`src/sv/tmes_pkg.sv`:
```
`timescale 1ns / 1ps
`default_nettype none
package tmes_pkg;

  // Request codes carried in tuser
  localparam logic [1:0] REQ_PUSH  = 2'd0;
  localparam logic [1:0] REQ_TICK  = 2'd1;
  localparam logic [1:0] REQ_FLUSH = 2'd2;

  // Result kinds carried in tuser
  localparam logic [2:0] KIND_QUEUED   = 3'd0;
  localparam logic [2:0] KIND_FULL     = 3'd1;
  localparam logic [2:0] KIND_REALTIME = 3'd2;
  localparam logic [2:0] KIND_EVENT    = 3'd3;
  localparam logic [2:0] KIND_NOTHING  = 3'd4;

  // Configuration register indexes
  localparam logic CFG_DELAY_MODE = 1'b0;
  localparam logic CFG_SPB_Q8     = 1'b1;

  localparam logic [1:0]  MODE_IMMEDIATE  = 2'd0;
  localparam logic [1:0]  DELAY_MODE_RST  = 2'd1;
  localparam logic [15:0] SPB_Q8_RST      = 16'd2097;

  localparam int MSG_W   = 24;
  localparam int TIME_W  = 32;
  localparam int SPB_W   = 16;
  localparam int PROD_W  = SPB_W + 2;
  localparam int XFER_W  = PROD_W - 8;

  // One queue entry: due time above the message
  typedef struct packed {
    logic [TIME_W-1:0] due;
    logic [MSG_W-1:0]  msg;
  } entry_t;

  typedef enum logic [2:0] {
    ST_IDLE,
    ST_PUSH,
    ST_TICK,
    ST_FLUSH,
    ST_SIMPLE
  } state_t;

  // Bytes on the serial link for a status byte
  function automatic logic [1:0] msg_length(input logic [7:0] st);
    logic [1:0] len;
    begin
      if (st[7:4] == 4'hF) begin
        case (st[3:0])
          4'h1, 4'h3: len = 2'd2;
          4'h2:       len = 2'd3;
          default:    len = 2'd1;
        endcase
      end else if (st[7:5] == 3'b110) begin
        len = 2'd2;
      end else begin
        len = 2'd3;
      end
      return len;
    end
  endfunction

endpackage
`default_nettype wire

```
`src/sv/tmes_store.sv`:
```
`timescale 1ns / 1ps
`default_nettype none
module tmes_store
  import tmes_pkg::*;
#(
  parameter int DEPTH  = 32,
  parameter int ADDR_W = 5
) (
  input  wire logic              clk,
  input  wire logic              we,
  input  wire logic [ADDR_W-1:0] waddr,
  input  wire entry_t            wdata,
  input  wire logic [ADDR_W-1:0] raddr,
  output entry_t                 rdata
);

  entry_t mem [DEPTH];

  // Single write port, registered read port
  always_ff @(posedge clk) begin
    if (we) begin
      mem[waddr] <= wdata;
    end
    rdata <= mem[raddr];
  end

endmodule
`default_nettype wire

```
`src/sv/tmes_timing.sv`:
```
`timescale 1ns / 1ps
`default_nettype none
module tmes_timing
  import tmes_pkg::*;
(
  input  wire logic              clk,
  input  wire logic              load,
  input  wire logic [7:0]        status,
  input  wire logic [SPB_W-1:0]  spb_q8,
  input  wire logic [TIME_W-1:0] push_time,
  input  wire logic [TIME_W-1:0] last_arrival,
  output logic [TIME_W-1:0]      due
);

  logic [PROD_W-1:0] prod;
  logic [XFER_W-1:0] xfer;
  logic [TIME_W-1:0] gap;
  logic [TIME_W-1:0] base;

  // Link transfer time, truncated to whole samples
  assign prod = PROD_W'(msg_length(status)) * PROD_W'(spb_q8);

  always_ff @(posedge clk) begin
    if (load) begin
      xfer <= prod[PROD_W-1:8];
    end
  end

  // Never start before the previous arrival (wrapping order)
  assign gap  = push_time - last_arrival;
  assign base = gap[TIME_W-1] ? last_arrival : push_time;
  assign due  = base + TIME_W'(xfer);

endmodule
`default_nettype wire

```
`src/sv/timestamped_midi_event_scheduler_unit.sv`:
```
`timescale 1ns / 1ps
`default_nettype none
// Push, tick and type-three requests: each goes from idle to its working state, which
// loads the result once the output is free and returns to idle for the next request.
// Flush: one event per cycle while the result register is free (memory read port).
// A request is taken once the previous last result sits in the result register.
// Reset (rst, synchronous): queue empty, sample counter and arrival time zero,
// delay mode 1, samples per byte 2097/256. Queue memory is not cleared.
module timestamped_midi_event_scheduler_unit
  import tmes_pkg::*;
#(
  parameter int QUEUE_DEPTH = 32
) (
  input  wire logic        clk,
  input  wire logic        rst,
  // Configuration writes
  input  wire logic        cfg_we,
  input  wire logic [0:0]  cfg_index,
  input  wire logic [15:0] cfg_data,
  // Requests
  input  wire logic        s_axis_tvalid,
  output logic             s_axis_tready,
  input  wire logic [63:0] s_axis_tdata,  // message[23:0], event_time[55:24],
                                          // use_current_time[56], zero pad
  input  wire logic [1:0]  s_axis_tuser,  // req_type[1:0]
  // Results
  output logic             m_axis_tvalid,
  input  wire logic        m_axis_tready,
  output logic [31:0]      m_axis_tdata,  // status_nibble[3:0], channel[7:4],
                                          // data_one[14:8], data_two[21:15],
                                          // realtime_byte[29:22], zero pad
  output logic [2:0]       m_axis_tuser,  // result_kind[2:0]
  output logic             m_axis_tlast   // last
);

  localparam int PTR_W = (QUEUE_DEPTH > 1) ? $clog2(QUEUE_DEPTH) : 1;
  localparam logic [PTR_W-1:0] PTR_MAX = PTR_W'(QUEUE_DEPTH - 1);

  function automatic logic [PTR_W-1:0] ring_next(input logic [PTR_W-1:0] p);
    return (p == PTR_MAX) ? '0 : p + PTR_W'(1);
  endfunction

  // Input field views
  logic [MSG_W-1:0]  in_msg;
  logic [TIME_W-1:0] in_time;
  logic              in_use_now;
  logic              in_accept;

  assign in_msg     = s_axis_tdata[23:0];
  assign in_time    = s_axis_tdata[55:24];
  assign in_use_now = s_axis_tdata[56];

  // Registers
  state_t            state, state_next;
  logic [1:0]        delay_mode;
  logic [SPB_W-1:0]  samples_per_byte_q8;
  logic [PTR_W-1:0]  read_pointer, read_pointer_next;
  logic [PTR_W-1:0]  write_pointer;
  logic [TIME_W-1:0] last_arrival_time, last_arrival_time_next;
  logic [TIME_W-1:0] sample_counter;
  logic [MSG_W-1:0]  req_msg;
  logic [TIME_W-1:0] req_time;
  logic [2:0]        simple_kind;
  logic [7:0]        simple_rt;

  // Control from the state decode
  logic              out_free;
  logic              out_load;
  logic [2:0]        out_kind;
  logic [MSG_W-1:0]  out_msg;
  logic [7:0]        out_rt;
  logic              out_last;
  logic              mem_we;
  logic              rp_adv;
  logic              lat_we;
  logic              sc_inc;

  logic [PTR_W-1:0]  rp_inc;
  logic [PTR_W-1:0]  wp_inc;
  logic              q_empty;
  logic              q_full;
  logic              head_due;
  logic [TIME_W-1:0] head_gap;
  logic [TIME_W-1:0] push_due;
  entry_t            head;
  entry_t            wr_entry;

  assign in_accept = s_axis_tvalid && s_axis_tready;
  assign s_axis_tready = (state == ST_IDLE);
  assign out_free  = !m_axis_tvalid || m_axis_tready;

  assign rp_inc   = ring_next(read_pointer);
  assign wp_inc   = ring_next(write_pointer);
  assign q_empty  = (read_pointer == write_pointer);
  assign q_full   = (wp_inc == read_pointer);
  assign head_gap = head.due - sample_counter;
  assign head_due = (head_gap == '0) || head_gap[TIME_W-1];

  // Transfer delay and due time
  tmes_timing u_timing (
    .clk          (clk),
    .load         (in_accept),
    .status       (in_msg[7:0]),
    .spb_q8       (samples_per_byte_q8),
    .push_time    (req_time),
    .last_arrival (last_arrival_time),
    .due          (push_due)
  );

  // Queue memory; read address is the next head pointer so registered data is the head
  assign read_pointer_next = rp_adv ? rp_inc : read_pointer;
  assign wr_entry.due = (delay_mode == MODE_IMMEDIATE) ? req_time : push_due;
  assign wr_entry.msg = req_msg;

  tmes_store #(
    .DEPTH  (QUEUE_DEPTH),
    .ADDR_W (PTR_W)
  ) u_store (
    .clk   (clk),
    .we    (mem_we),
    .waddr (write_pointer),
    .wdata (wr_entry),
    .raddr (read_pointer_next),
    .rdata (head)
  );

  // Next state
  always_comb begin
    state_next = state;
    case (state)
      ST_IDLE: begin
        if (in_accept) begin
          case (s_axis_tuser)
            REQ_PUSH:  state_next = (in_msg[7:3] == 5'b11111) ? ST_SIMPLE : ST_PUSH;
            REQ_TICK:  state_next = ST_TICK;
            REQ_FLUSH: state_next = ST_FLUSH;
            default:   state_next = ST_SIMPLE;
          endcase
        end
      end
      ST_PUSH, ST_TICK, ST_SIMPLE: begin
        if (out_free) state_next = ST_IDLE;
      end
      ST_FLUSH: begin
        if (out_free && out_last) state_next = ST_IDLE;
      end
      default: state_next = ST_IDLE;
    endcase
  end

  // State outputs
  always_comb begin
    out_load = 1'b0;
    out_kind = KIND_NOTHING;
    out_msg  = '0;
    out_rt   = '0;
    out_last = 1'b0;
    mem_we   = 1'b0;
    rp_adv   = 1'b0;
    lat_we   = 1'b0;
    sc_inc   = 1'b0;
    last_arrival_time_next = sample_counter;
    case (state)
      ST_PUSH: begin
        out_last = 1'b1;
        last_arrival_time_next = push_due;
        if (out_free) begin
          out_load = 1'b1;
          lat_we   = (delay_mode != MODE_IMMEDIATE);
          if (q_full) begin
            out_kind = KIND_FULL;
          end else begin
            out_kind = KIND_QUEUED;
            mem_we   = 1'b1;
          end
        end
      end
      ST_TICK: begin
        out_last = 1'b1;
        if (out_free) begin
          out_load = 1'b1;
          sc_inc   = 1'b1;
          if (!q_empty && head_due) begin
            out_kind = KIND_EVENT;
            out_msg  = head.msg;
            rp_adv   = 1'b1;
          end
        end
      end
      ST_FLUSH: begin
        out_last = q_empty || (rp_inc == write_pointer);
        if (out_free) begin
          out_load = 1'b1;
          lat_we   = out_last;
          if (!q_empty) begin
            out_kind = KIND_EVENT;
            out_msg  = head.msg;
            rp_adv   = 1'b1;
          end
        end
      end
      ST_SIMPLE: begin
        out_last = 1'b1;
        out_kind = simple_kind;
        out_rt   = simple_rt;
        out_load = out_free;
      end
      default: ;
    endcase
  end

  // Control state
  always_ff @(posedge clk) begin
    if (rst) begin
      state               <= ST_IDLE;
      delay_mode          <= DELAY_MODE_RST;
      samples_per_byte_q8 <= SPB_Q8_RST;
      read_pointer        <= '0;
      write_pointer       <= '0;
      last_arrival_time   <= '0;
      sample_counter      <= '0;
      m_axis_tvalid       <= 1'b0;
    end else begin
      state        <= state_next;
      read_pointer <= read_pointer_next;
      if (cfg_we) begin
        case (cfg_index)
          CFG_DELAY_MODE: delay_mode          <= cfg_data[1:0];
          CFG_SPB_Q8:     samples_per_byte_q8 <= cfg_data;
          default: ;
        endcase
      end
      if (mem_we) write_pointer <= wp_inc;
      if (lat_we) last_arrival_time <= last_arrival_time_next;
      if (sc_inc) sample_counter <= sample_counter + TIME_W'(1);
      if (out_load) begin
        m_axis_tvalid <= 1'b1;
      end else if (m_axis_tready) begin
        m_axis_tvalid <= 1'b0;
      end
    end
  end

  // Request capture
  always_ff @(posedge clk) begin
    if (in_accept) begin
      req_msg     <= in_msg;
      req_time    <= in_use_now ? sample_counter : in_time;
      simple_kind <= (s_axis_tuser == REQ_PUSH) ? KIND_REALTIME : KIND_NOTHING;
      simple_rt   <= (s_axis_tuser == REQ_PUSH) ? in_msg[7:0] : 8'd0;
    end
  end

  // Result register
  always_ff @(posedge clk) begin
    if (out_load) begin
      m_axis_tuser        <= out_kind;
      m_axis_tlast        <= out_last;
      m_axis_tdata[3:0]   <= out_msg[7:4];
      m_axis_tdata[7:4]   <= out_msg[3:0];
      m_axis_tdata[14:8]  <= out_msg[14:8];
      m_axis_tdata[21:15] <= out_msg[22:16];
      m_axis_tdata[29:22] <= out_rt;
      m_axis_tdata[31:30] <= 2'b00;
    end
  end

`ifndef NO_ASSERTIONS
  // Never write into the slot that must stay free
  a_no_write_full: assert property (@(posedge clk) disable iff (rst)
    mem_we |-> (ring_next(write_pointer) != read_pointer))
    else $error("queue written while full");

  // A tick always advances the sample counter by one
  a_tick_advance: assert property (@(posedge clk) disable iff (rst)
    (state == ST_TICK && out_free) |=> (sample_counter == $past(sample_counter) + 32'd1))
    else $error("tick did not advance sample counter");

  // The final flush result leaves the queue empty
  a_flush_empty: assert property (@(posedge clk) disable iff (rst)
    (state == ST_FLUSH && out_free && out_last) |=> (read_pointer == write_pointer))
    else $error("flush left events queued");

  // No request is taken while a request is still being worked on
  a_one_at_a_time: assert property (@(posedge clk) disable iff (rst)
    in_accept |=> (state != ST_IDLE) && !s_axis_tready)
    else $error("request accepted during processing");
`endif

endmodule
`default_nettype wire
```
`config.mk`:
```
export PLATFORM = sky130hd
export DESIGN_NAME = timestamped_midi_event_scheduler_unit
export DESIGN_NICKNAME = d
export VERILOG_FILES = /design/src/sv/tmes_pkg.sv /design/src/sv/tmes_store.sv /design/src/sv/tmes_timing.sv /design/src/sv/timestamped_midi_event_scheduler_unit.sv
export SDC_FILE = /design/constraint.sdc
export NUM_CORES = 2
export LEC_CHECK = 0
export ABC_CLOCK_PERIOD_IN_PS = 18100
export BUFFER_PORTS_ARGS = -buffer_cell sky130_fd_sc_hd__buf_4
export CORE_ASPECT_RATIO = 1.5
export CORE_MARGIN = 4
export CORE_UTILIZATION = 35
export CTS_CLUSTER_DIAMETER = 40
export DETAILED_ROUTE_END_ITERATION = 16
export SLEW_MARGIN = 25
export SYNTH_ARGS = -nofsm -noshare
export SYNTH_HDL_FRONTEND = slang
export SYNTH_SLANG_ARGS = --single-unit
```
`constraint.sdc`:
```
create_clock -name clk -period 18.1 [get_ports clk]
set_input_delay 1.81 -clock clk [delete_from_list [all_inputs] [get_ports clk]]
set_output_delay 1.81 -clock clk [all_outputs]
set_load 0.01 [all_outputs]
```
Word-level counts from Yosys, hierarchy flattened
Memory sizes are Yosys's and may differ from the RTL's. A register that Yosys moved wholly into a read port is not among the register bits. Index checks and enable logic that the tools add are counted.

Add/subtract/negate cells: 6. $mul: 1. Eq/ne operators: 20. Multiplexer cells: 48. Bitwise operators: 1. Reduce and logical (&&, ||, !) cells: 20.

Operators with widths (count): 2-to-1 mux 32 bit (4); 2-to-1 mux 23 bit (4); subtractor 32 bit (2); case mux 23 bit (2 select lines) (1); adder 32 x 1 -> 32 bit, second input constant (1); adder 32 x 10 -> 32 bit (1); logical NOT 32 bit (1); 2-to-1 mux 3 bit (10); multiplier 2 x 16 -> 18 bit (1); case mux 3 bit (3 select lines) (2); 2-to-1 mux 1 bit (17); equality test 5 bit (3); equality test 5 bit, second input constant (3); 2-to-1 mux 5 bit (3); case mux 3 bit (4 select lines) (1); adder 5 x 1 -> 5 bit, second input constant (2); equality test 4 x 2 -> 1 bit, second input constant (2); case mux 1 bit (2 select lines) (4); equality test 3 x 2 -> 1 bit, second input constant (2); equality test 3 bit, second input constant (2); OR reduction 3 bit (2); equality test 4 x 1 -> 1 bit, second input constant (1); equality test 4 bit, second input constant (1); logical NOT 2 bit (2); 16 further kinds (24).

Flip-flop bits (word level): 207. RAM bits: 1792. Input port bits: 88. Output and inout port bits: 38. Memories kept: 1.

Memory list: u_store.mem (depth 32, width 56, read ports 1, clocked after Yosys merged registers in 1, wr ports 1, RTL line tmes_store.sv:17) `entry_t mem [DEPTH];`.

Longest topological paths before layout
Word-level depth: 8. Mapped depth: 34. Gate-level depth less buffers: 30.

Cells and area by module
From an unflattened synthesis, not the netlist that was laid out.

Cell total of the unflattened synthesis: 5495. Area total of the unflattened synthesis: 85131.6 um^2.

By module, submodules not included: tmes_store (times used 1, cells each 3917, area each 70794.1 um^2, seq. area each 54932.7 um^2); timestamped_midi_event_scheduler_unit (times used 1, cells each 1147, area each 11005.6 um^2, seq. area each 4924.7 um^2); tmes_timing (times used 1, cells each 431, area each 3331.9 um^2, seq. area each 300.3 um^2).

Least setup slack after synthesis
Ideal clock, no wire load.

Kind: register -> register. From: register req_time[24]. To: memory u_store.mem[0][52] in the netlist's numbering (data pin). Arrival: 7.552 ns. Path slack: 10.069 ns. Cell stages (with the launch flop): 32. Cells stage by stage: edfxtp_1 > ha_1 > nand4_1 > nor2_1 > nand2_1 > or3_1 > nor3_1 > a31o_1 > o21ai_0 > nand2_1 > clkbuf_1 > clkbuf_1 > clkbuf_1 > clkbuf_1 > nand2_1 > nand2_1 > ha_1 > inv_1 > fa_1 > nor2b_1 > o21ai_0 > a21oi_1 > o21ai_0 > nand2b_1 > a21o_1 > a21o_1 > a31oi_1 > a21oi_1 > nand3_1 > nor2_1 > o21ai_0 > a221oi_1.

RTL lines: start: declaration (RTL line timestamped_midi_event_scheduler_unit.sv:62) `logic [TIME_W-1:0] req_time;`; start signal: assignment (RTL line timestamped_midi_event_scheduler_unit.sv:248) `req_time <= in_use_now ? sample_counter : in_time;`; end: declaration (RTL line tmes_store.sv:17).

Final worst setup path
From: register, netlist name u_store.rdata[24]. To: register, netlist name u_store.rdata[18].

Longest elaborated chain between the ends: 8.

Ends and longest elaborated chain: subtractor 32 bit (*) (RTL line timestamped_midi_event_scheduler_unit.sv:96) `assign head_gap = head.due - sample_counter;`; logical NOT 32 bit (RTL line timestamped_midi_event_scheduler_unit.sv:97) `assign head_due = (head_gap == '0) || head_gap[TIME_W-1];`; logical OR 1 bit (*) (RTL line timestamped_midi_event_scheduler_unit.sv:97); logical AND 1 bit (*) (RTL line timestamped_midi_event_scheduler_unit.sv:183) `if (!q_empty && head_due) begin`; 2-to-1 mux 1 bit (*) (RTL line timestamped_midi_event_scheduler_unit.sv:183); 2-to-1 mux 1 bit (*) (RTL line timestamped_midi_event_scheduler_unit.sv:180) `if (out_free) begin`; case mux 1 bit (2 select lines) (*) (RTL line timestamped_midi_event_scheduler_unit.sv:163) `case (state)`; 2-to-1 mux 5 bit (*) (RTL line timestamped_midi_event_scheduler_unit.sv:111) `assign read_pointer_next = rp_adv ? rp_inc : read_pointer;`.

Every way passes the cells marked *; elsewhere a longest branch is shown, timed or not. A chain may end at the register's enable or synchronous reset.

==> flow_summary_export.csv <==
group,metric,value,unit
drt,drcViolationCount,0,
clocking,cts_root_buf,"clkbuf_16",
global_route,grt_pass1_wl,337500,um
synthesis,ys_types,89,
synthesis,avgSynthCellArea,13.85,um^2
power,p_leak,32.58,nW
timing,rsz0062_at_grt,"false",
layout,area_growth_syn_to_layout,13.81,%
place,placed_area,86420,um^2
clocking,cts-resized-gates,0,
critical_path,worst_path_largest_cell_delay,0.87,ns
layout,fillers,21147,
clocking,clk_pin_slew,0.06,ns
critical_path,path_cells,"inv_1 -> ha_1 -> fa_1 -> nand2b_1 -> a21oi_1 -> o311a_1 -> nor3b_1 -> a2111oi_0 -> nand4_1 -> nor4_4 -> nand4_4 -> nand3_2 -> and2_4 -> buf_16 -> buf_12 -> buf_4 -> buf_4 -> mux2i_1 -> a32o_1 -> a311oi_1 -> and4_1",
synthesis,synth_top_cell_by_area,"edfxtp_1",
global_route,antenna_found_initial,5,
synthesis,synth_seq_area_share,0.7109,
critical_path,critPathTopFamily,"buffers and inverters",
drt,drtIter0Drc,5246,
timing,final-hold-violation-count,0,
timing,slew_viol_final,0,
place,gp_congestion,0.8417,
synthesis,synth-edff-count,1836,
synthesis,synth_top_area_frac,0.6742,
layout,finalNetCount,6168,
synthesis,synth_seq_cells,1986,
clocking,htreeDepth,4,
place,port_buffers,114,
clocking,worst_skew_pair.late_latency,0.85,ns
synthesis,synth.area.top_cells,"edfxtp_1 67%, nand2_1 4.8%, dfxtp_1 3.7%",
global_route,grtUsageTotal,0.1879,
critical_path,cp_slowest_cell,"buf_4",
timing,min_period,8.719,ns
drt,routed_wl,235800,um
critical_path,critPathLaunchType,"flop",
power,ir_drop,0.07610,mV
die,die_height,600.0,um
timing,finalSetupViolCount,0,
synthesis,synthCells,5903,
synthesis,yosysWarningCount,0,
die,die_x,402.7,um
drt,wl_per_cell,25.59,um
critical_path,end_kind,"flop",
global_route,grt_overflow,0,
drt,vias,51367,
layout,multi_input_area,22270,um^2
clocking,cts_buffers,202,
timing,setup_tns,0,ns
critical_path,path_buf_inv,5,
flow_run,cap_violations,0,
layout,fin_area,93070,um^2
timing,fin_crit_sh,0.4817,
timing,skew,0.03453,ns
synthesis,synthFlopType,"edfxtp_1",
outcome,status,"finished clean",
clocking,clock_sinks,1986,
synthesis,netlist_area,81780,um^2
critical_path,critical_path_class,"reg2reg",
clocking,cts_hold_buffers,0,
die,start_util,0.3515,
synthesis,synthTopCellsByCount,"1,836 x edfxtp_1, 1,051 x nand2_1, 525 x a21oi_1",
die,core_area,232700,um^2
hold_path,hold_path.class,"reg2reg",
global_route,grt_max_degree,187,
critical_path,crit_path_max_fanout,158,
clocking,postCtsSetupBuffers,0,
layout,drive_gt1_frac,0.1289,
synthesis,synthMostInstantiatedCell,"edfxtp_1",
place,hpwl,127700,um
die,num_rows,217,
drt,first_pass_iters,5,
critical_path,required,18.87,ns
drt,viasPerCell,5.575,
timing,clock.fmax,114.7,MHz
timing,slew_headroom,0.2587,
clocking,tritoncts,"built",
critical_path,crit_arrival,9.49,ns
layout,final-seq-area,58140,um^2
die,ios,126,
die,die_area,241600,um^2
timing,tightest_slew,1.112,ns
drt,ant_nets,0,
synthesis,synth-async-reset-ratio,0,
critical_path,crit_top_cell,"buf_4",
clocking,clk_path_buf_depth,4,
power,power.total,10.60,mW
global_route,grt_pass1_vias,49858,
power,cellPowerDensity,113.8,nW/um^2
-- worst register-to-register path: stages (launching register included) --
cell and delay [ns]:
dfxtp_1 0.32, inv_1 0.11, ha_1 0.24, fa_1 0.39, nand2b_1 0.22, a21oi_1 0.46, o311a_1 0.23, nor3b_1 0.05
a2111oi_0 0.63, nand4_1 0.28, nor4_4 0.60, nand4_4 0.27, nand3_2 0.26, and2_4 0.49, buf_16 0.32, buf_12 0.57
buf_4 1.03, buf_4 0.92, mux2i_1 0.23, a32o_1 0.24, a311oi_1 0.47, and4_1 0.31
-- where the power goes --
group | switching, mW | leakage (nW) | internal (mW)
Combinational | 0.675 | 11.5 | 0.259
Sequential | 0.100 | 17.9 | 5.40
Clock | 1.79 | 3.18 | 2.37
Total | 2.56 | 32.6 | 8.03
-- stage by stage --
| step | setup slack (ns) | hold slack, ns | cells | utilization |
|---|---|---|---|---|
| 2_1_floorplan | 10.07 | 0.4319 | 5904 | - |
| 3_3_place_gp | 9.482 | 0.4396 | 8841 | 0.3710 |
| 3_5_place_dp | 9.578 | 0.4476 | 8842 | 0.3714 |
| 4_1_cts | 9.508 | 0.4590 | 9206 | 0.3995 |
| 5_1_grt | 9.023 | 0.4815 | 9211 | 0.4000 |
| 6_report | 9.381 | 0.4562 | 9214 | 0.4000 |
-- layer usage --
layer,vias up,GRT usage,share of wire
li1,22639,-,-
met3,469,0.02270,0.064
met4,4,0.07488,0.040
met2,2014,0.3330,0.51
met5,-,0,0.000093
met1,26241,0.2341,0.39
-- final timing paths --
check                         start                      to  slack, ns  cells after the start
max               u_store.rdata[24]       u_store.rdata[18]       9.38                     21
min          samples_per_byte_q8[0]  samples_per_byte_q8[0]       0.46                      2
max reg2reg       u_store.rdata[24]       u_store.rdata[18]       9.38                     21
min reg2reg  samples_per_byte_q8[0]  samples_per_byte_q8[0]       0.46                      2
-- sequential cells by signal, indices dropped and copies added, names as in the netlist --
name,count
u_store.mem,1728
u_store.rdata,54
last_arrival_time,32
req_time,32
sample_counter,32
m_axis_tdata,30
req_msg,22
samples_per_byte_q8,16
u_timing.xfer,10
simple_rt,8
read_pointer,5
write_pointer,5
m_axis_tuser,3
state,3
delay_mode,2
simple_kind,2
m_axis_tlast,1
m_axis_tvalid,1
-- cell type report --
class / count / area share
tap: 3066 / 0.04122
antenna: 4 / 0.0001075
clock buffer: 270 / 0.05923
sequential: 1986 / 0.6246
timing repair buffer: 237 / 0.02033
multi-input combinational: 3454 / 0.2392
inverter: 103 / 0.004154
clock inverter: 94 / 0.01112
-- layout by cell type (no fill, tap or decap), types with 66 or more instances in the layout --
| cell type | instances |
|---|---|
| a32o_1 | 107 |
| mux2_2 | 147 |
| edfxtp_1 | 1836 |
| inv_1 | 103 |
| xnor2_1 | 76 |
| and2_1 | 75 |
| nor2_1 | 126 |
| buf_4 | 226 |
| a21oi_1 | 523 |
| clkbuf_16 | 204 |
| nand2_1 | 1043 |
| mux2i_1 | 135 |
| o21ai_0 | 66 |
| a22oi_1 | 110 |
| dfxtp_1 | 150 |
| a22o_1 | 214 |
| ha_1 | 94 |
-- logic make-up after synthesis --
group / synth area share
buf+inv: 0.02446
simple gates: 0.08475
flops: 0.7109
compound gates: 0.1170
mux: 0.03703
other cells: 0.00004586
xor+xnor: 0.01092
fa+ha+maj: 0.01487
Power figures use the tool's default switching activity.
